File: src/rtl/pulse_interval_remote_decoder_top_assert.svh
// assertion macros for the pulse interval remote decoder
`ifndef PULSE_INTERVAL_REMOTE_DECODER_TOP_ASSERT_SVH
`define PULSE_INTERVAL_REMOTE_DECODER_TOP_ASSERT_SVH

// same-cycle implication, sampled on clk, off during reset
`define PIRD_CHECK(label, ante, cons) \
    label: assert property (@(posedge clk) disable iff (!rst_n) (ante) |-> (cons)) \
        else $error("pird check failed");

// next-cycle implication, sampled on clk, off during reset
`define PIRD_CHECK_NEXT(label, ante, cons) \
    label: assert property (@(posedge clk) disable iff (!rst_n) (ante) |=> (cons)) \
        else $error("pird next-cycle check failed");

`endif

File: src/rtl/pird_pkg.sv
// shared types and constants of the pulse interval remote decoder
package pird_pkg;

    // opcodes
    localparam logic [1:0] OP_EDGE = 2'd0;
    localparam logic [1:0] OP_TICK = 2'd1;
    localparam logic [1:0] OP_ACK  = 2'd2;
    localparam logic [1:0] OP_READ = 2'd3;

    // pulse classes
    localparam logic [2:0] CLS_TOO_SHORT = 3'd0;
    localparam logic [2:0] CLS_SHORT     = 3'd1;
    localparam logic [2:0] CLS_LONG      = 3'd2;
    localparam logic [2:0] CLS_GAP       = 3'd3;
    localparam logic [2:0] CLS_TIMEOUT   = 3'd4;
    localparam logic [2:0] CLS_NONE      = 3'd5;

    // register indexes
    localparam logic [2:0] REG_SHORT_MIN    = 3'd0;
    localparam logic [2:0] REG_SHORT_MAX    = 3'd1;
    localparam logic [2:0] REG_LONG_MIN     = 3'd2;
    localparam logic [2:0] REG_LONG_MAX     = 3'd3;
    localparam logic [2:0] REG_PREAMBLE_MIN = 3'd4;
    localparam logic [2:0] REG_MESSAGE_LEN  = 3'd5;

    localparam int APB_AW = 5;
    localparam int APB_DW = 32;

    // address width for the largest supported buffer (up to 127 bytes plus terminator)
    localparam int MEM_AW_MAX = 7;

    localparam logic [6:0] SAT_LIMIT = 7'd100;

    typedef struct packed {
        logic [15:0] short_min;
        logic [15:0] short_max;
        logic [15:0] long_min;
        logic [15:0] long_max;
        logic [6:0]  preamble_min;
        logic [3:0]  message_len;
    } cfg_t;

    localparam cfg_t CFG_RESET = '{
        short_min:    16'd100,
        short_max:    16'd600,
        long_min:     16'd800,
        long_max:     16'd2000,
        preamble_min: 7'd10,
        message_len:  4'd4
    };

    typedef struct packed {
        logic                  wr_en;
        logic [MEM_AW_MAX-1:0] wr_addr;
        logic [7:0]            wr_data;
        logic                  clr_en;
        logic [MEM_AW_MAX-1:0] clr_addr;
        logic                  rd_en;
        logic [MEM_AW_MAX-1:0] rd_addr;
    } mem_req_t;

    typedef struct packed {
        logic [2:0] pulse_class;
        logic       byte_done;
        logic [7:0] byte_value;
        logic [2:0] byte_position;
        logic       message_done;
        logic       complete_now;
        logic       locked_now;
    } res_t;

endpackage

File: src/rtl/pird_if.sv
// event and result channel interfaces of the pulse interval remote decoder
interface pird_evt_if #(
    parameter int TIME_BITS = 16
);
    logic                 valid;
    logic                 ready;
    logic [1:0]           opcode;
    logic [TIME_BITS-1:0] capture_time;
    logic [3:0]           read_index;

    modport source (output valid, output opcode, output capture_time, output read_index,
                    input ready);
    modport sink (input valid, input opcode, input capture_time, input read_index,
                  output ready);
endinterface

interface pird_res_if;
    logic       valid;
    logic       ready;
    logic [2:0] pulse_class;
    logic       byte_done;
    logic [7:0] byte_value;
    logic [2:0] byte_position;
    logic       message_done;
    logic       complete_now;
    logic       locked_now;
    logic [7:0] read_data;

    modport source (output valid, output pulse_class, output byte_done, output byte_value,
                    output byte_position, output message_done, output complete_now,
                    output locked_now, output read_data, input ready);
    modport sink (input valid, input pulse_class, input byte_done, input byte_value,
                  input byte_position, input message_done, input complete_now,
                  input locked_now, input read_data, output ready);
endinterface

File: src/rtl/pulse_interval_remote_decoder_top.sv
// top level of the pulse interval remote decoder
//
// evt carries one item per transfer: an opcode with a capture timestamp
// (edge), a timeout tick, an acknowledge of a finished message, or a read
// of one message buffer byte. res returns exactly one result per item.
// configuration goes through the apb port, registers at byte address 4*i;
// the user writes them only while no item is in flight, the block does not enforce it.
// the result of an item is registered and valid in the cycle after its transfer.
// throughput: one item per cycle while res.ready is high; classification,
// framing update and the buffer write all happen in the cycle of the
// transfer, and the buffer read port returns its byte in the result register cycle.
// a held result does not block the next transfer when res.ready is high in
// the same cycle; with res.ready low the result register holds its value
// and evt.ready drops until it is taken.
// reset clears the framing state, the timers, the complete flag, the
// configuration to its defaults and every buffer valid bit, so the whole
// buffer reads zero; there is no clearing sweep.
`include "pulse_interval_remote_decoder_top_assert.svh"

module pulse_interval_remote_decoder_top #(
    parameter int BUF_BYTES = 8,
    parameter int TIME_BITS = 16
) (
    input  logic                        clk,
    input  logic                        rst_n,
    pird_evt_if.sink                    evt,
    pird_res_if.source                  res,
    input  logic                        psel,
    input  logic                        penable,
    input  logic                        pwrite,
    input  logic [pird_pkg::APB_AW-1:0] paddr,
    input  logic [pird_pkg::APB_DW-1:0] pwdata,
    output logic [pird_pkg::APB_DW-1:0] prdata,
    output logic                        pready
);

    pird_pkg::cfg_t     cfg;
    pird_pkg::mem_req_t mem_req;
    pird_pkg::res_t     result;
    logic [7:0]         rd_byte;
    logic               take;
    logic               out_valid_reg;

    assign evt.ready = !out_valid_reg || res.ready;
    assign take      = evt.valid && evt.ready;

    always_ff @(posedge clk or negedge rst_n)
    begin
        if (!rst_n)
        begin
            out_valid_reg <= 1'b0;
        end
        else if (take)
        begin
            out_valid_reg <= 1'b1;
        end
        else if (res.ready)
        begin
            out_valid_reg <= 1'b0;
        end
    end

    pird_cfg u_cfg (
        .clk     (clk),
        .rst_n   (rst_n),
        .psel    (psel),
        .penable (penable),
        .pwrite  (pwrite),
        .paddr   (paddr),
        .pwdata  (pwdata),
        .prdata  (prdata),
        .pready  (pready),
        .cfg     (cfg)
    );

    pird_core #(
        .BUF_BYTES (BUF_BYTES),
        .TIME_BITS (TIME_BITS)
    ) u_core (
        .clk          (clk),
        .rst_n        (rst_n),
        .take         (take),
        .opcode       (evt.opcode),
        .capture_time (evt.capture_time),
        .read_index   (evt.read_index),
        .cfg          (cfg),
        .mem_req      (mem_req),
        .result       (result)
    );

    pird_store #(
        .BUF_BYTES (BUF_BYTES)
    ) u_store (
        .clk     (clk),
        .rst_n   (rst_n),
        .take    (take),
        .req     (mem_req),
        .rd_byte (rd_byte)
    );

    assign res.valid         = out_valid_reg;
    assign res.pulse_class   = result.pulse_class;
    assign res.byte_done     = result.byte_done;
    assign res.byte_value    = result.byte_value;
    assign res.byte_position = result.byte_position;
    assign res.message_done  = result.message_done;
    assign res.complete_now  = result.complete_now;
    assign res.locked_now    = result.locked_now;
    assign res.read_data     = rd_byte;

    `PIRD_CHECK(a_byte_needs_lock, res.valid && res.byte_done, res.locked_now)
    `PIRD_CHECK(a_msg_done_flags, res.valid && res.message_done,
        res.byte_done && res.complete_now)
    `PIRD_CHECK(a_read_only_on_read, res.valid && res.read_data != 8'd0,
        res.pulse_class == pird_pkg::CLS_NONE)
    `PIRD_CHECK_NEXT(a_ack_clears_flag, take && evt.opcode == pird_pkg::OP_ACK,
        res.valid && !res.complete_now)

endmodule

File: src/rtl/pird_cfg.sv
// apb configuration registers of the pulse interval remote decoder
module pird_cfg (
    input  logic                          clk,
    input  logic                          rst_n,
    input  logic                          psel,
    input  logic                          penable,
    input  logic                          pwrite,
    input  logic [pird_pkg::APB_AW-1:0]   paddr,
    input  logic [pird_pkg::APB_DW-1:0]   pwdata,
    output logic [pird_pkg::APB_DW-1:0]   prdata,
    output logic                          pready,
    output pird_pkg::cfg_t                cfg
);

    pird_pkg::cfg_t cfg_reg;
    logic [2:0]     reg_idx;
    logic           wr_stb;

    assign reg_idx = paddr[4:2];
    assign wr_stb  = psel && penable && pwrite;
    assign pready  = 1'b1;
    assign cfg     = cfg_reg;

    always_ff @(posedge clk or negedge rst_n)
    begin
        if (!rst_n)
        begin
            cfg_reg <= pird_pkg::CFG_RESET;
        end
        else if (wr_stb)
        begin
            unique case (reg_idx)
                pird_pkg::REG_SHORT_MIN:    cfg_reg.short_min    <= pwdata[15:0];
                pird_pkg::REG_SHORT_MAX:    cfg_reg.short_max    <= pwdata[15:0];
                pird_pkg::REG_LONG_MIN:     cfg_reg.long_min     <= pwdata[15:0];
                pird_pkg::REG_LONG_MAX:     cfg_reg.long_max     <= pwdata[15:0];
                pird_pkg::REG_PREAMBLE_MIN: cfg_reg.preamble_min <= pwdata[6:0];
                pird_pkg::REG_MESSAGE_LEN:  cfg_reg.message_len  <= pwdata[3:0];
                default:
                begin
                end
            endcase
        end
    end

    always_comb
    begin
        unique case (reg_idx)
            pird_pkg::REG_SHORT_MIN:    prdata = 32'(cfg_reg.short_min);
            pird_pkg::REG_SHORT_MAX:    prdata = 32'(cfg_reg.short_max);
            pird_pkg::REG_LONG_MIN:     prdata = 32'(cfg_reg.long_min);
            pird_pkg::REG_LONG_MAX:     prdata = 32'(cfg_reg.long_max);
            pird_pkg::REG_PREAMBLE_MIN: prdata = 32'(cfg_reg.preamble_min);
            pird_pkg::REG_MESSAGE_LEN:  prdata = 32'(cfg_reg.message_len);
            default:                    prdata = '0;
        endcase
    end

endmodule

File: src/rtl/pird_store.sv
// message buffer memory with per-entry valid bits
module pird_store #(
    parameter int BUF_BYTES = 8
) (
    input  logic               clk,
    input  logic               rst_n,
    input  logic               take,
    input  pird_pkg::mem_req_t req,
    output logic [7:0]         rd_byte
);

    localparam int DEPTH = BUF_BYTES + 1;
    localparam int AW    = $clog2(DEPTH);

    logic [7:0]       mem [DEPTH];
    logic [DEPTH-1:0] valid_reg;
    logic [7:0]       rd_data_reg;
    logic             rd_ok_reg;
    logic [AW-1:0]    wa;
    logic [AW-1:0]    ca;
    logic [AW-1:0]    ra;

    assign wa = req.wr_addr[AW-1:0];
    assign ca = req.clr_addr[AW-1:0];
    assign ra = req.rd_addr[AW-1:0];

    always_ff @(posedge clk)
    begin
        if (take && req.wr_en)
        begin
            mem[wa] <= req.wr_data;
        end
        if (take && req.rd_en)
        begin
            rd_data_reg <= mem[ra];
        end
    end

    // an entry that is not valid reads as zero (reset value and terminator)
    always_ff @(posedge clk or negedge rst_n)
    begin
        if (!rst_n)
        begin
            valid_reg <= '0;
            rd_ok_reg <= 1'b0;
        end
        else if (take)
        begin
            if (req.wr_en)
            begin
                valid_reg[wa] <= 1'b1;
            end
            if (req.clr_en)
            begin
                valid_reg[ca] <= 1'b0;
            end
            rd_ok_reg <= req.rd_en && valid_reg[ra];
        end
    end

    assign rd_byte = rd_ok_reg ? rd_data_reg : 8'd0;

endmodule

File: src/rtl/pird_core.sv
// interval classification, framing state and result register
module pird_core #(
    parameter int BUF_BYTES = 8,
    parameter int TIME_BITS = 16
) (
    input  logic                 clk,
    input  logic                 rst_n,
    input  logic                 take,
    input  logic [1:0]           opcode,
    input  logic [TIME_BITS-1:0] capture_time,
    input  logic [3:0]           read_index,
    input  pird_pkg::cfg_t       cfg,
    output pird_pkg::mem_req_t   mem_req,
    output pird_pkg::res_t       result
);

    localparam int CW = $clog2(BUF_BYTES + 1);
    localparam int KW = (CW > 4) ? CW : 4;
    localparam int WW = (TIME_BITS > 16) ? TIME_BITS : 16;

    logic [TIME_BITS-1:0] last_reg, last_next;
    logic [6:0]           tick_reg, tick_next;
    logic                 lock_reg, lock_next;
    logic [6:0]           ones_reg, ones_next;
    logic [2:0]           bit_reg, bit_next;
    logic [CW-1:0]        byte_reg, byte_next;
    logic [7:0]           shift_reg, shift_next;
    logic                 cf_reg, cf_next;
    pird_pkg::res_t       res_reg, res_next;

    logic [TIME_BITS-1:0] iv;
    logic [WW-1:0]        ivw;
    logic                 shift_en;
    logic                 shift_bit;
    logic [CW-1:0]        byte_cur;
    logic [CW-1:0]        byte_inc;
    logic [KW-1:0]        idx_w;

    assign iv    = capture_time - last_reg;
    assign ivw   = WW'(iv);
    assign idx_w = KW'(read_index);

    always_comb
    begin
        last_next  = last_reg;
        tick_next  = tick_reg;
        lock_next  = lock_reg;
        ones_next  = ones_reg;
        bit_next   = bit_reg;
        byte_next  = byte_reg;
        shift_next = shift_reg;
        cf_next    = cf_reg;
        shift_en   = 1'b0;
        shift_bit  = 1'b0;
        byte_cur   = '0;
        byte_inc   = '0;
        mem_req    = '0;
        res_next   = '0;
        res_next.pulse_class = pird_pkg::CLS_NONE;

        unique case (opcode)
            pird_pkg::OP_EDGE:
            begin
                last_next = capture_time;
                tick_next = '0;
                if (tick_reg >= pird_pkg::SAT_LIMIT)
                begin
                    lock_next = 1'b0;
                    ones_next = '0;
                    bit_next  = '0;
                    byte_next = '0;
                    res_next.pulse_class = pird_pkg::CLS_TIMEOUT;
                end
                else if (ivw <= WW'(cfg.short_min))
                begin
                    res_next.pulse_class = pird_pkg::CLS_TOO_SHORT;
                end
                else if (ivw < WW'(cfg.short_max))
                begin
                    res_next.pulse_class = pird_pkg::CLS_SHORT;
                    if (!cf_reg)
                    begin
                        if (ones_reg < pird_pkg::SAT_LIMIT)
                        begin
                            ones_next = ones_reg + 7'd1;
                        end
                        shift_en  = lock_reg;
                        shift_bit = 1'b1;
                    end
                end
                else if (ivw > WW'(cfg.long_min) && ivw < WW'(cfg.long_max))
                begin
                    res_next.pulse_class = pird_pkg::CLS_LONG;
                    if (!cf_reg)
                    begin
                        // enough preamble ones: a zero locks the framing
                        if (ones_reg > cfg.preamble_min && !lock_reg)
                        begin
                            bit_next  = '0;
                            byte_next = '0;
                            lock_next = 1'b1;
                        end
                        shift_en  = lock_next;
                        shift_bit = 1'b0;
                        ones_next = '0;
                    end
                end
                else
                begin
                    lock_next = 1'b0;
                    ones_next = '0;
                    bit_next  = '0;
                    byte_next = '0;
                    res_next.pulse_class = pird_pkg::CLS_GAP;
                end
            end
            pird_pkg::OP_TICK:
            begin
                if (tick_reg < pird_pkg::SAT_LIMIT)
                begin
                    tick_next = tick_reg + 7'd1;
                end
            end
            pird_pkg::OP_ACK:
            begin
                cf_next = 1'b0;
            end
            pird_pkg::OP_READ:
            begin
                mem_req.rd_en   = idx_w <= KW'(BUF_BYTES);
                mem_req.rd_addr = pird_pkg::MEM_AW_MAX'(idx_w);
            end
            default:
            begin
            end
        endcase

        if (shift_en)
        begin
            shift_next = {shift_reg[6:0], shift_bit};
            if (bit_next == 3'd7)
            begin
                bit_next = '0;
                byte_cur = byte_next;
                // bytes past the end of the buffer are dropped
                if (byte_cur < CW'(BUF_BYTES))
                begin
                    byte_inc                = byte_cur + 1'b1;
                    mem_req.wr_en           = 1'b1;
                    mem_req.wr_addr         = pird_pkg::MEM_AW_MAX'(byte_cur);
                    mem_req.wr_data         = shift_next;
                    res_next.byte_done      = 1'b1;
                    res_next.byte_value     = shift_next;
                    res_next.byte_position  = 3'(byte_cur);
                    if (KW'(byte_inc) >= KW'(cfg.message_len))
                    begin
                        // terminator: invalidate the entry behind the last byte
                        mem_req.clr_en        = 1'b1;
                        mem_req.clr_addr      = pird_pkg::MEM_AW_MAX'(byte_inc);
                        cf_next               = 1'b1;
                        byte_next             = '0;
                        res_next.message_done = 1'b1;
                    end
                    else
                    begin
                        byte_next = byte_inc;
                    end
                end
            end
            else
            begin
                bit_next = bit_next + 3'd1;
            end
        end

        res_next.complete_now = cf_next;
        res_next.locked_now   = lock_next;
    end

    always_ff @(posedge clk or negedge rst_n)
    begin
        if (!rst_n)
        begin
            last_reg  <= '0;
            tick_reg  <= '0;
            lock_reg  <= 1'b0;
            ones_reg  <= '0;
            bit_reg   <= '0;
            byte_reg  <= '0;
            shift_reg <= '0;
            cf_reg    <= 1'b0;
        end
        else if (take)
        begin
            last_reg  <= last_next;
            tick_reg  <= tick_next;
            lock_reg  <= lock_next;
            ones_reg  <= ones_next;
            bit_reg   <= bit_next;
            byte_reg  <= byte_next;
            shift_reg <= shift_next;
            cf_reg    <= cf_next;
        end
    end

    always_ff @(posedge clk)
    begin
        if (take)
        begin
            res_reg <= res_next;
        end
    end

    assign result = res_reg;

endmodule

File: src/flat_wrapper.sv
// flat-port wrapper written by rule: the top's interface ports become plain ports
module pulse_interval_remote_decoder_top_flat 
#(
    parameter int BUF_BYTES = 8,
    parameter int TIME_BITS = 16
)
  (clk, rst_n, psel, penable, pwrite, paddr, pwdata, prdata, pready, evt_valid, evt_opcode, evt_capture_time, evt_read_index, evt_ready, res_valid, res_pulse_class, res_byte_done, res_byte_value, res_byte_position, res_message_done, res_complete_now, res_locked_now, res_read_data, res_ready);
  pird_evt_if #(.TIME_BITS(TIME_BITS)) evt_i ();
  pird_res_if res_i ();
  input  logic clk;
  input  logic rst_n;
  input  logic psel;
  input  logic penable;
  input  logic pwrite;
  input  logic [pird_pkg::APB_AW-1:0] paddr;
  input  logic [pird_pkg::APB_DW-1:0] pwdata;
  output logic [pird_pkg::APB_DW-1:0] prdata;
  output logic pready;
  input wire logic [$bits(evt_i.valid)-1:0] evt_valid;
  input wire logic [$bits(evt_i.opcode)-1:0] evt_opcode;
  input wire logic [$bits(evt_i.capture_time)-1:0] evt_capture_time;
  input wire logic [$bits(evt_i.read_index)-1:0] evt_read_index;
  output wire logic [$bits(evt_i.ready)-1:0] evt_ready;
  output wire logic [$bits(res_i.valid)-1:0] res_valid;
  output wire logic [$bits(res_i.pulse_class)-1:0] res_pulse_class;
  output wire logic [$bits(res_i.byte_done)-1:0] res_byte_done;
  output wire logic [$bits(res_i.byte_value)-1:0] res_byte_value;
  output wire logic [$bits(res_i.byte_position)-1:0] res_byte_position;
  output wire logic [$bits(res_i.message_done)-1:0] res_message_done;
  output wire logic [$bits(res_i.complete_now)-1:0] res_complete_now;
  output wire logic [$bits(res_i.locked_now)-1:0] res_locked_now;
  output wire logic [$bits(res_i.read_data)-1:0] res_read_data;
  input wire logic [$bits(res_i.ready)-1:0] res_ready;
  assign evt_i.valid = evt_valid;
  assign evt_i.opcode = evt_opcode;
  assign evt_i.capture_time = evt_capture_time;
  assign evt_i.read_index = evt_read_index;
  assign evt_ready = evt_i.ready;
  assign res_valid = res_i.valid;
  assign res_pulse_class = res_i.pulse_class;
  assign res_byte_done = res_i.byte_done;
  assign res_byte_value = res_i.byte_value;
  assign res_byte_position = res_i.byte_position;
  assign res_message_done = res_i.message_done;
  assign res_complete_now = res_i.complete_now;
  assign res_locked_now = res_i.locked_now;
  assign res_read_data = res_i.read_data;
  assign res_i.ready = res_ready;
  pulse_interval_remote_decoder_top #(.BUF_BYTES(BUF_BYTES), .TIME_BITS(TIME_BITS)) u_core (.clk(clk), .rst_n(rst_n), .evt(evt_i), .res(res_i), .psel(psel), .penable(penable), .pwrite(pwrite), .paddr(paddr), .pwdata(pwdata), .prdata(prdata), .pready(pready));
endmodule
File: config.mk
export PLATFORM = sky130hd
export DESIGN_NAME = pulse_interval_remote_decoder_top_flat
export DESIGN_NICKNAME = d
export VERILOG_FILES = /design/src/rtl/pird_pkg.sv /design/src/rtl/pird_if.sv /design/src/rtl/pulse_interval_remote_decoder_top.sv /design/src/rtl/pird_cfg.sv /design/src/rtl/pird_store.sv /design/src/rtl/pird_core.sv /design/src/flat_wrapper.sv
export VERILOG_INCLUDE_DIRS = /design/src /design/src/rtl
export SDC_FILE = /design/constraint.sdc
export NUM_CORES = 1
export LEC_CHECK = 0
export BUFFER_PORTS_ARGS = -buffer_cell sky130_fd_sc_hd__buf_2
export CELL_PAD_IN_SITES_DETAIL_PLACEMENT = 1
export CELL_PAD_IN_SITES_GLOBAL_PLACEMENT = 2
export CORE_UTILIZATION = 39
export DETAILED_ROUTE_END_ITERATION = 10
export GPL_ROUTABILITY_DRIVEN = 0
export HOLD_SLACK_MARGIN = 0.02
export PLACE_DENSITY_LB_ADDON = 0.1
export SLEW_MARGIN = 15
export SYNTH_ARGS = -nofsm -noshare
export SYNTH_HDL_FRONTEND = slang
export SYNTH_SLANG_ARGS = --single-unit
File: constraint.sdc
create_clock -name clk -period 6.9 [get_ports clk]
set_input_delay 1.035 -clock clk [delete_from_list [all_inputs] [get_ports clk]]
set_output_delay 1.035 -clock clk [all_outputs]
set_load 0.02 [all_outputs]
======== Word-level counts from Yosys, hierarchy flattened ========
Memory sizes are Yosys's and may differ from the RTL's. A register that Yosys moved wholly into a read port is not among the register bits.
Index checks and enable logic that the tools add are counted.
storage, ports and cells
  flip-flop bits (word level) ............. 150
  RAM bits ................................ 72
  memories ................................ 1
  logic and storage cells ................. 176
  input port bits ......................... 66
  output and inout port bits .............. 61
memory list
  memory              depth  width  read ports  clocked after Yosys merged registers in  write ports  line              text
  u_core.u_store.mem  9      8      1           1                                        1            pird_store.sv:15  logic [7:0] mem [DEPTH];
operators by class
  order comparisons ....................... 16
  equal/unequal tests ..................... 14
  bitwise gates (word level) .............. 4
  add/subtract/negate cells ............... 5
  mux-type cells .......................... 79
  reduce and logical (&&, ||, !) cells .... 31
operators by type and width
  operator               count
  $pmux W16 S6           1
  $mux W24               3
  $mux W7                8
  $mux W4                11
  $mux W1                36
  $lt A16 B16 Y1         2
  $mux W3                9
  $mux W9                3
  $mux W8                3
  $reduce_and A2 Y1      9
  $gt A16 B16 Y1         1
  $le A16 B16 Y1         1
  $sub A16 B16 Y16       1
  $lt A4 B5 Y1 const B   3
  $add A7 B1 Y7 const B  2
  $lt A7 B7 Y1 const B   2
  $pmux W7 S2            1
  $mux W13               1
  $logic_and A1 B1 Y1    10
  $and A9 B9 Y9          1
  $eq A3 B3 Y1 const B   3
  $not A9 Y9             1
  $or A9 B9 Y9           1
  $demux W1 S4           2
  26 further kinds       34

======== Longest topological paths before layout ========
Gate-level depths: netlist of run 1.
  depth after elaboration ................. 24
  mapped depth ............................ 33
  gate-level depth less buffers ........... 32

======== Modules after synthesis ========
From an unflattened synthesis of run 1, not the netlist that was laid out.
unflattened totals
  cells, all modules ...................... 1077
  area, all modules ....................... 12948.7 sq um
modules (own cells, without submodules)
  module                             seq. area each (sq um)  cells each  times used  area an instance (sq um)
  pird_core                          1691.6                  644         1           5657.9
  pird_cfg                           1900.6                  248         1           3661.0
  pird_store                         2652.5                  181         1           3575.9
  pulse_interval_remote_decoder_top  25.0                    4           1           53.8

======== Worst setup path after synthesis of run 1 ========
Ideal clock, no wire load.
  path kind ............................... input-to-reg
  start point ............................. input port evt_capture_time[0]
  end point ............................... register u_core.u_core.byte_reg[2]
  path slack .............................. 0.269 ns
  library setup time ...................... 0.065 ns
  required time ........................... 6.835 ns
  stages on the path ...................... 32
  path buffers ............................ 0
  arrival time ............................ 6.566 ns
  path through ............................ inv_1 > ha_1 > fa_1 > nor2b_1 > o21ai_0 > a21boi_0 > o21ai_0 > a211oi_1 > o31ai_1 > o21bai_1 > a21oi_1 > xnor2_1 > ha_1 > a21o_1 > a211oi_1 > o41ai_2 > o21ba_2 > o21ai_2 > a211oi_2 > nor2_2 > nand2_1 > inv_1 > ha_1 > ha_1 > a21o_1 > a21o_1 > a21oi_1 > and2_1 > nand2_1 > nor2_1 > mux2_1 > a211o_1
on the way
  cells in the longest elaborated chain, start to end .. 14
  elaborated cells between the ends (all ways) .. 29
  classes of those cells .................. add/sub (2); order compare (6); eq/ne (1); mux (19); reduce/logical (1)
RTL lines
  item                                                     line                text
  start, declared                                          flat_wrapper.sv:21  input wire logic [$bits(evt_i.capture_time)-1:0] evt_capture_time;
  $sub A16 B16 Y16 *                                       pird_core.sv:39     assign iv = capture_time - last_reg;
  $gt A16 B16 Y1 / $lt A16 B16 Y1 (equally long branches)  pird_core.sv:91     else if (ivw > WW'(cfg.long_min) && ivw < WW'(cfg.long_max))
  $logic_and A1 B1 Y1                                      pird_core.sv:91
  $mux W4                                                  pird_core.sv:91
  $mux W4                                                  pird_core.sv:78     else if (ivw < WW'(cfg.short_max))
  $mux W4                                                  pird_core.sv:74     else if (ivw <= WW'(cfg.short_min))
  $mux W4                                                  pird_core.sv:66     if (tick_reg >= pird_pkg::SAT_LIMIT)
  $mux W4                                                  pird_core.sv:61     unique case (opcode)
  $add A4 B1 Y4                                            pird_core.sv:148    byte_inc = byte_cur + 1'b1;
  $ge A4 B4 Y1                                             pird_core.sv:155    if (KW'(byte_inc) >= KW'(cfg.message_len))
  $mux W4                                                  pird_core.sv:155
  $mux W4                                                  pird_core.sv:146    if (byte_cur < CW'(BUF_BYTES))
  $mux W4                                                  pird_core.sv:141    if (bit_next == 3'd7)
  $mux W4 *                                                pird_core.sv:138    if (shift_en)
  end signal, assigned                                     pird_core.sv:200    byte_reg <= byte_next;
  end, declared                                            pird_core.sv:26     logic [CW-1:0] byte_reg, byte_next;
Mark *: on every way between the ends. The rest lies on a longest branch, timed or not.
A chain may end at the register's enable or synchronous reset.

======== Final worst setup path of run 1 ========
  start point ............................. input port evt_capture_time[1]
  end point ............................... register u_core.u_core.byte_reg[2]
The elaborated chain is that of the path after synthesis.

==> results_dict.tcl, run 1 <==
set metrics [dict create \
    yosys.area.top_type "dfrtp_1" \
    synth_edf_count 90 \
    grt_pass1_wl_um 56790 \
    worst_slew_pin_slew_ns 1.116 \
    grtUsageTotal_pct 22.12 \
    cts.sinks 222 \
    total_power_w 0.004551 \
    rsz0062_at_grt "no" \
    drv_cap 0 \
    endpoint_kind "register" \
    vias 9520 \
    route.detailed.drc 0 \
    cts-root-buf "clkbuf_16" \
    fin_ws_ns 0.4743 \
    netlist_area_um2 12520 \
    finalHoldViolCount 0 \
    design.core.area_um2 31560 \
    ys_seq_area_share_pct 48.17 \
    synthDistinctLibCells 82 \
    yosys_warnings 0 \
    cp_top_family "compound AO/OA/AOI/OAI gates" \
    largest_register_ffs 75 \
    final_max_slew_viol_count 0 \
    yosys.area.top_type_share_pct 22.59 \
    grt.overflow.total 0 \
    period_minus_slack_ns 6.426 \
    viasPerCell 5.400 \
    cts_buffers 27 \
    leakagePower_nw 6.645 \
    worstPathRequired_ns 7.33 \
    cts_max_path_buffers 3 \
    die_area_um2 32820 \
    core.rowCount 65 \
    synth-async-reset-ratio_pct 59.46 \
    place_hpwl_um 25670 \
    antenna_left 0 \
    clock_latency_ns 0.55 \
    crit_path_start_kind "primary input" \
    ys.flop_type "dfrtp_1" \
    setup_viol 0 \
    hp-class "in -> async" \
    clk_pin_slew_ns 0.06 \
    drt_iter0_drc 580 \
    p_per_area_nw_per_um2 308.3 \
    nets 1501 \
    start_util_pct 39.67 \
    cp_slowest_cell "o21ai_0" \
    antenna_found_initial 0 \
    post_cts_buffers 0 \
    io_buffers 91 \
    pre_cts_slack_ns -0.4338 \
    max_freq_ghz 0.1556 \
    syn2layout_area_growth_pct 17.92 \
    die_h_um 181.2 \
    peakVddDrop_mv 0.2225 \
    crit_top_cell "ha_1" \
    status "finished clean" \
    syn_inst 1200 \
    grt_pass1_vias 9935 \
    cts_resized 0 \
    drive_gt1_share_pct 21.90 \
    path_depth 30 \
    worstPathArrival_ns 6.85 \
    worstSetupPathType "in -> reg" \
    drt-total-wl_um 35540 \
    holdWs_ns 0.4509 \
    final_util_pct 46.78 \
    crit_buf_inv 2 \
    maxSlewHeadroom_pct 25.39 \
    synth.area.top_cells "dfrtp_1 (23%), edfxtp_1 (22%), ha_1 (9.4%)" \
    cts-htree-levels 1 \
    stdcell_area_um2 14760 \
    ios 127 \
    fin_worst_skew_ns 0.01544 \
    ys_seq_elements 222 \
    tritoncts "built" \
    critPathMaxFanout 4 \
    grt_max_degree 74 \
    wl_per_cell_um 20.16 \
    cp_slowest_stage_delay_ns 0.51 \
    die_w_um 181.2 \
    syn_avg_cell_area_um2 10.43 \
    dr.pass1.iters 5 \
    post_dp_cell_area_um2 13800 \
    reg2reg_depth 30 \
    fin_crit_sh_pct 93.13 \
    antenna_cells 0 \
    hold_buffers 0 \
]
-- cells by family after synthesis --
logic type	Yosys count	synth area share, %
simple gates	327	12.76
buf+inv	165	5.498
compound gates	285	14.36
mux	84	8.187
xor+xnor	20	1.399
fa+ha+maj	95	9.556
other cells	2	0.06000
flops	222	48.17
-- cell usage in the layout, fill, tap and decap left out, drive strengths merged, types with 7 or more instances in the layout --
master,count
a211oi,9
a21o,9
a21oi,63
a41oi,7
and2,28
and3,20
buf,158
clkbuf,39
clkinv,7
conb,17
dfrtp,113
dfstp,19
edfxtp,90
ha,94
inv,104
mux2,47
mux2i,27
mux4,10
nand2,116
nand2b,16
nand3,23
nand4,14
nor2,53
nor2b,19
nor3,18
o21ai,116
o22ai,15
xnor2,14
-- worst paths after layout --
kind,slack (ns),start,endpoint
max in group asynchronous,4.91,rst_n,u_core.u_core.last_reg[4]$_DFFE_PN0P_
min reg2reg,0.49,u_core.u_core.bit_reg[1]$_DFFE_PN0P_,u_core.u_core.bit_reg[1]$_DFFE_PN0P_
max,0.47,evt_capture_time[1],u_core.u_core.byte_reg[2]$_DFFE_PN0P_
max reg2reg,0.66,u_core.u_core.last_reg[1]$_DFFE_PN0P_,u_core.u_core.byte_reg[2]$_DFFE_PN0P_
min,0.45,rst_n,u_core.u_cfg.cfg[28]$_DFFE_PN0P_
min in group clk,0.49,u_core.u_core.bit_reg[1]$_DFFE_PN0P_,u_core.u_core.bit_reg[1]$_DFFE_PN0P_
-- power by group --
| group | switching, W | internal, W | total, W |
|---|---|---|---|
| clock | 0.000588 | 0.000887 | 0.00148 |
| sequential | 0.0000841 | 0.00153 | 0.00162 |
| combinational | 0.000850 | 0.000609 | 0.00146 |
| total | 0.00152 | 0.00303 | 0.00455 |
-- cells in the mapped netlist, types with 3 or more instances --
master,count
mux2i_1,27
a22oi_1,6
a41oi_1,7
nand3_1,23
o21a_1,4
a211oi_1,7
nand2_1,116
or2_2,4
o31ai_1,5
a211o_1,4
a31oi_1,3
or3_1,3
a21o_1,9
nand4_1,14
nor3_1,18
nor2_1,52
nor2b_1,19
xor2_1,6
edfxtp_1,90
mux4_2,10
buf_1,6
and3_1,20
nand2b_1,16
buf_4,17
mux2_2,46
o21ai_1,3
dfstp_2,19
a21oi_1,62
and2_1,27
ha_1,94
o21bai_1,3
a22o_1,4
a21boi_0,5
buf_2,4
o21ai_0,112
o221ai_1,4
xnor2_1,14
dfrtp_1,113
o22ai_1,15
o211ai_1,5
inv_1,103
clkbuf_1,35
-- layer usage --
| metal | vias up | track usage [%] | wire length, um |
|---|---|---|---|
| met5 | - | 0 | 0 |
| met4 | 0 | 5.220 | 665 |
| met1 | 4755 | 32.62 | 17760 |
| li1 | 4554 | - | - |
| met2 | 169 | 34.40 | 15780 |
| met3 | 42 | 2.822 | 1333 |
-- area by class of cell --
class	count	area [um2]
clock buffers	39	770.7
multi-input cells	828	5914
inverters	103	386.6
repair buffers	158	1015
clock inverters	11	141.4
well taps	402	503.0
fillers	3523	16790
flip-flops and latches	222	6030
-- stage by stage --
step / setup TNS [ns] / std cells
2_1_floorplan: 0 / 1215
3_5_place_dp: -12.50 / 1713
6_report: 0 / 1763
5_1_grt: 0 / 1763
4_1_cts: 0 / 1763
3_3_place_gp: -2.976 / 1713
No activity file was read; power rests on OpenSTA's default activity.
==> run 2: changes to the inputs <==
--- a/config.mk
+++ b/config.mk
@@ -10,6 +10,7 @@
 export CELL_PAD_IN_SITES_DETAIL_PLACEMENT = 1
 export CELL_PAD_IN_SITES_GLOBAL_PLACEMENT = 2
 export CORE_UTILIZATION = 39
+export CTS_BUF_LIST = sky130_fd_sc_hd__clkbuf_16
 export DETAILED_ROUTE_END_ITERATION = 10
 export GPL_ROUTABILITY_DRIVEN = 0
 export HOLD_SLACK_MARGIN = 0.02
==> run 2 against run 1 <==
Worst hold slack improved by 0.0068 ns. Wire length shrank 0.29%. Clock power is 5% lower. Flip-flop and latch count did not move. Register-to-register slack hardly changed. Sequential power about the same. Sequential share of layout area grew 0.16 points. Core utilization fell by 0.19 points. Setup slack worse by 0.0072 ns. Critical path type unchanged. Highest routed layer unchanged.
==> results_dict.tcl, run 2 (synthesis results as in run 1) <==
set metrics [dict create \
    status "finished clean" \
    endpoint_kind "register" \
    nets 1501 \
    hp-class "in -> async" \
    fillers 3528 \
    start_util_pct 39.67 \
    design.core.area_um2 31560 \
    final_common_cell "nand2_1" \
    wl_per_cell_um 20.10 \
    grt_pass1_vias 9914 \
    drv_cap 0 \
    syn2layout_area_growth_pct 17.45 \
    core.rowCount 65 \
    p_comb_share_pct 32.6 \
    finalHoldViolCount 0 \
    cp_slowest_stage_delay_ns 0.51 \
    max_freq_ghz 0.1555 \
    leakagePower_nw 6.643 \
    vias 9530 \
    drt_iter0_drc 565 \
    viasPerCell 5.406 \
    grtUsageTotal_pct 22.05 \
    p_int_w 0.002961 \
    crit_top_cell "ha_1" \
    final_cell_count_no_fill 1763 \
    ios 127 \
    pwr-share-seq_pct 36.1 \
    cts.sinks 222 \
    maxSlewHeadroom_pct 19.96 \
    peakVddDrop_mv 0.2186 \
    p_per_area_nw_per_um2 304.2 \
    final_cell_mix "nand2_1 (116), dfrtp_1 (113), inv_1 (110), o21ai_0 (110), ha_1 (94)" \
    fin_worst_skew_ns 0.01296 \
    route.detailed.drc 0 \
    post_cts_buffers 0 \
    worstSetupPathType "in -> reg" \
    dr.pass1.iters 5 \
    drt-total-wl_um 35430 \
    period_minus_slack_ns 6.433 \
    final_max_slew_viol_count 0 \
    reg2reg_depth 30 \
    place_hpwl_um 25670 \
    cts-root-buf "clkbuf_16" \
    crit_path_start_kind "primary input" \
    largest_register_ffs 75 \
    placed_cells 1713 \
    worst_slew_pin_slew_ns 1.191 \
    antenna_found_initial 0 \
    grt_pass1_wl_um 56640 \
    grt_max_degree 74 \
    regToRegSetupSlack_ns 0.66 \
    regToRegEndpoint "u_core.u_core.byte_reg[2]$_DFFE_PN0P_" \
    clock_latency_ns 0.55 \
    cp_slowest_cell "o21ai_0" \
    tritoncts "built" \
    clkPwrFrac_pct 31.3 \
    cts_buffers 27 \
    io_buffers 91 \
    die_area_um2 32820 \
    grt.overflow.total 0 \
    antenna_left 0 \
    tns_ns 0 \
    r2r_start "u_core.u_core.last_reg[1]$_DFFE_PN0P_" \
    switching_power_w 0.001511 \
    setup_viol 0 \
    cts_resized 0 \
    worstPathArrival_ns 6.86 \
    cts-htree-levels 1 \
    hold_buffers 0 \
    antenna_cells 0 \
    fin_crit_sh_pct 93.23 \
    worstPathRequired_ns 7.33 \
    clk_pin_slew_ns 0.06 \
    cts_max_path_buffers 3 \
    die_w_um 181.2 \
    rsz0062_at_grt "no" \
    drive_gt1_share_pct 21.53 \
    power.share.switching_pct 33.79 \
    critPathMaxFanout 4 \
    die_h_um 181.2 \
    cp-startpoint "evt_capture_time[1]" \
]
[run 2: cell types whose count changed in the layout (fill, tap and decap cells not counted)]
| cell | previous run | this run |
|---|---|---|
| nor4_2 | 0 | 1 |
| clkbuf_1 | 7 | 0 |
| inv_1 | 103 | 110 |
| clkinv_1 | 3 | 8 |
| nor4_4 | 1 | 0 |
| clkbuf_8 | 5 | 0 |
[run 2: stage by stage]
step	util, %	area, um2	total power [W]	worst slack [ns]	hold WS (ns)
floorplan	-	12570	0.002569	0.2694	0.4578
global placement	43.74	13800	0.003047	-0.2995	0.4769
detailed placement	43.74	13800	0.003079	-0.4338	0.4823
CTS	46.48	14670	0.004511	0.1047	0.4898
global route	46.59	14700	0.004772	0.05794	0.4912
finish	46.59	14700	0.004472	0.4671	0.4577
[run 2: worst max path at each step]
| stage | to | slack, ns | cells past startpoint |
|---|---|---|---|
| after detailed placement | u_core.u_core.byte_reg[2]$_DFFE_PN0P_ | -0.43 | 35 |
| after global routing | u_core.u_core.byte_reg[2]$_DFFE_PN0P_ | 0.06 | 35 |
| after global placement | u_core.u_core.byte_reg[2]$_DFFE_PN0P_ | -0.30 | 35 |
| after floorplan | u_core.u_core.byte_reg[2]$_DFFE_PN0P_ | 0.27 | 32 |
| final | u_core.u_core.byte_reg[2]$_DFFE_PN0P_ | 0.47 | 30 |
| after CTS | u_core.u_core.byte_reg[2]$_DFFE_PN0P_ | 0.10 | 35 |
[run 2: layout make-up]
class | instances | area (um2) | area share, %
clock inverters | 23 | 186.4 | 1.268
inverters | 103 | 386.6 | 2.630
flip-flops and latches | 222 | 6030 | 41.01
repair buffers | 158 | 1015 | 6.902
well taps | 402 | 503.0 | 3.421
multi-input cells | 828 | 5906 | 40.17
clock buffers | 27 | 675.6 | 4.596
[run 2: worst max-delay path, delay by kind of cell]
| kind | cells | cell delay (ns) |
|---|---|---|
| compound gates | 13 | 2.57 |
| xor+xnor | 1 | 0.16 |
| fa+ha+maj | 4 | 1.19 |
| mux | 1 | 0.30 |
| simple gates | 9 | 1.33 |
| buf+inv | 2 | 0.26 |
[run 2: power by group through the flow]
| stage | registers, W | clock network (W) | logic [W] |
|---|---|---|---|
| after global placement | 0.00164 | 0 | 0.00141 |
| after detailed placement | 0.00164 | 0 | 0.00144 |
| final | 0.00162 | 0.00140 | 0.00146 |
| after floorplan | 0.00162 | 0 | 0.000950 |
| after CTS | 0.00162 | 0.00144 | 0.00146 |
| after global routing | 0.00163 | 0.00149 | 0.00165 |
[run 2: layer usage]
layer	share of wire [%]	track usage, %	vias to the layer above
met4	1.8	5.085	0
met5	0	0	-
met3	3.2	2.641	40
li1	-	-	4559
met1	50	32.66	4766
met2	45	34.32	165
==> run 3: changes to the inputs <==
--- a/config.mk
+++ b/config.mk
@@ -15,6 +15,8 @@
 export GPL_ROUTABILITY_DRIVEN = 0
 export HOLD_SLACK_MARGIN = 0.02
 export PLACE_DENSITY_LB_ADDON = 0.1
+export RECOVER_POWER = 50
+export REMOVE_ABC_BUFFERS = 1
 export SLEW_MARGIN = 15
 export SYNTH_ARGS = -nofsm -noshare
 export SYNTH_HDL_FRONTEND = slang
==> run 3 against run 2 <==
The flow now finishes with violations (capacitance limit, slew limit). Setup slack lost 0.016 ns. Combinational power is essentially flat. Worst hold slack gained 0.035 ns. Wire length grew 2.0%. Fmax shrank 0.24%. Non-clock buffer count grew 7. Final cell count grew 0.28%. Via count grew 0.89%. Largest cell class unchanged. Highest routed layer is now met5.
==> results_dict.tcl, run 3 (synthesis results as in run 1) <==
set metrics [dict create \
    tritoncts "built" \
    finalHoldViolCount 0 \
    vias 9615 \
    worstPathRequired_ns 7.33 \
    cp_slowest_cell "fa_1" \
    clkPwrFrac_pct 29.3 \
    antenna_found_initial 1 \
    use_met1_pct 33.23 \
    max_freq_ghz 0.1551 \
    final_cell_mix "nand2_1 (116), dfrtp_1 (113), inv_1 (111)" \
    grt_pass1_wl_um 57760 \
    drive_gt1_share_pct 19.33 \
    fin_ws_ns 0.4514 \
    die_w_um 181.2 \
    final_max_slew_viol_count 262 \
    nets 1507 \
    syn2layout_area_growth_pct 16.65 \
    switching_power_w 0.001497 \
    io_buffers 91 \
    p_int_w 0.002858 \
    power.share.switching_pct 34.37 \
    dr.pass1.iters 5 \
    cts-root-buf "clkbuf_16" \
    grt_pass1_vias 10035 \
    post_dp_cell_area_um2 13880 \
    setup_viol 0 \
    leakagePower_nw 6.540 \
    rsz0062_at_grt "no" \
    wl_per_cell_um 20.44 \
    post_cts_buffers 0 \
    hold_buffers 0 \
    route.detailed.drc 0 \
    cts_max_path_buffers 3 \
    drt-total-wl_um 36130 \
    cts_resized 0 \
    p_per_area_nw_per_um2 298.3 \
    die_h_um 181.2 \
    cts-htree-levels 1 \
    grt_use_met3_pct 2.802 \
    worstSetupPathType "in -> reg" \
    drv_cap 7 \
    pre_cts_slack_ns -0.5141 \
    busiest_layer "met2" \
    worstPathArrival_ns 6.88 \
    antenna_left 0 \
    cts.sinks 222 \
    critPathMaxFanout 5 \
    endpoint_kind "register" \
    clock_latency_ns 0.54 \
    worst_slew_pin_slew_ns 5.100 \
    grt_max_degree 89 \
    tns_ns 0 \
    stdcell_area_um2 14600 \
    maxSlewHeadroom_pct -240.0 \
    violations "capacitance limit, slew limit" \
    peakVddDrop_mv 0.1886 \
    crit_path_start_kind "primary input" \
    start_util_pct 39.67 \
    grt.overflow.total 0 \
    antenna_cells 0 \
    cp_slowest_stage_delay_ns 0.39 \
    hp-class "reg -> reg" \
    largest_register_ffs 75 \
    gr-usage-met2_pct 35.38 \
    period_minus_slack_ns 6.449 \
    core.rowCount 65 \
    grtUsageTotal_pct 22.56 \
    cts_buffers 26 \
    final_common_cell "nand2_1" \
    fin_crit_sh_pct 93.46 \
    design.core.area_um2 31560 \
    clk_pin_slew_ns 0.06 \
    fin_worst_skew_ns 0.008668 \
    ios 127 \
    viasPerCell 5.438 \
    status "finished with violations" \
    pwr-share-seq_pct 37.1 \
    crit_top_cell "ha_1" \
    die_area_um2 32820 \
    drt_iter0_drc 464 \
    place_hpwl_um 26390 \
    p_comb_share_pct 33.6 \
]
==> run 3: stage by stage <==
step	cells	util [%]	hold slack (ns)	power, W
global route	1768	46.27	0.5124	0.004655
detailed placement	1720	43.99	0.4773	0.003099
finish	1768	46.27	0.4931	0.004355
CTS	1768	46.47	0.4996	0.004398
global placement	1720	43.99	0.4788	0.003060
floorplan	1153	-	0.4580	0.002549
==> run 3: metal layers <==
layer  part of all wire [%]  routed length [um]
met1                     50               17920
met2                     45               16230
met3                    3.8                1374
met4                    1.6                 591
met5                  0.036                  13
==> run 3: layout make-up <==
cell class / instances / area [um2]
Tap cell: 402 / 503.0
Sequential cell: 222 / 6030
Timing Repair Buffer: 165 / 1032
Multi-Input combinational cell: 828 / 5868
Inverter: 103 / 386.6
Clock inverter: 22 / 131.4
Fill cell: 3562 / 16950
Clock buffer: 26 / 650.6
==> run 3: path summary, 6_finish.rpt <==
path / start / endpoint / slack (ns) / depth (start not counted)
setup / recovery: evt_capture_time[0] / u_core.u_core.byte_reg[2]$_DFFE_PN0P_ / 0.45 / 35
hold / removal: u_core.u_core.bit_reg[2]$_DFFE_PN0P_ / u_core.u_core.bit_reg[2]$_DFFE_PN0P_ / 0.49 / 1
setup reg to reg: u_core.u_core.last_reg[0]$_DFFE_PN0P_ / u_core.u_core.byte_reg[2]$_DFFE_PN0P_ / 0.69 / 33
hold reg to reg: u_core.u_core.bit_reg[2]$_DFFE_PN0P_ / u_core.u_core.bit_reg[2]$_DFFE_PN0P_ / 0.49 / 1
max in group asynchronous: rst_n / u_core.u_cfg.cfg[9]$_DFFE_PN0P_ / 1.25 / 2
min in group asynchronous: rst_n / u_core.u_cfg.cfg[28]$_DFFE_PN0P_ / 2.34 / 1
==> run 3: power groups by stage <==
stage / sequential, W / clock (W) / combinational [W]
6_report: 0.00162 / 0.00127 / 0.00146
3_5_place_dp: 0.00164 / 0 / 0.00146
5_1_grt: 0.00163 / 0.00137 / 0.00165
3_3_place_gp: 0.00163 / 0 / 0.00142
2_1_floorplan: 0.00162 / 0 / 0.000930
4_1_cts: 0.00162 / 0.00131 / 0.00147
==> run 3: critical path: cells and delay by family <==
kind / cells / cell delay, ns
AOI/OAI and AO/OA: 17 / 2.63
adders and majority gates: 5 / 1.46
and+or+nand+nor: 6 / 0.64
buffers and inverters: 5 / 0.53
xor gates and xnor gates: 1 / 0.31
muxes: 1 / 0.29
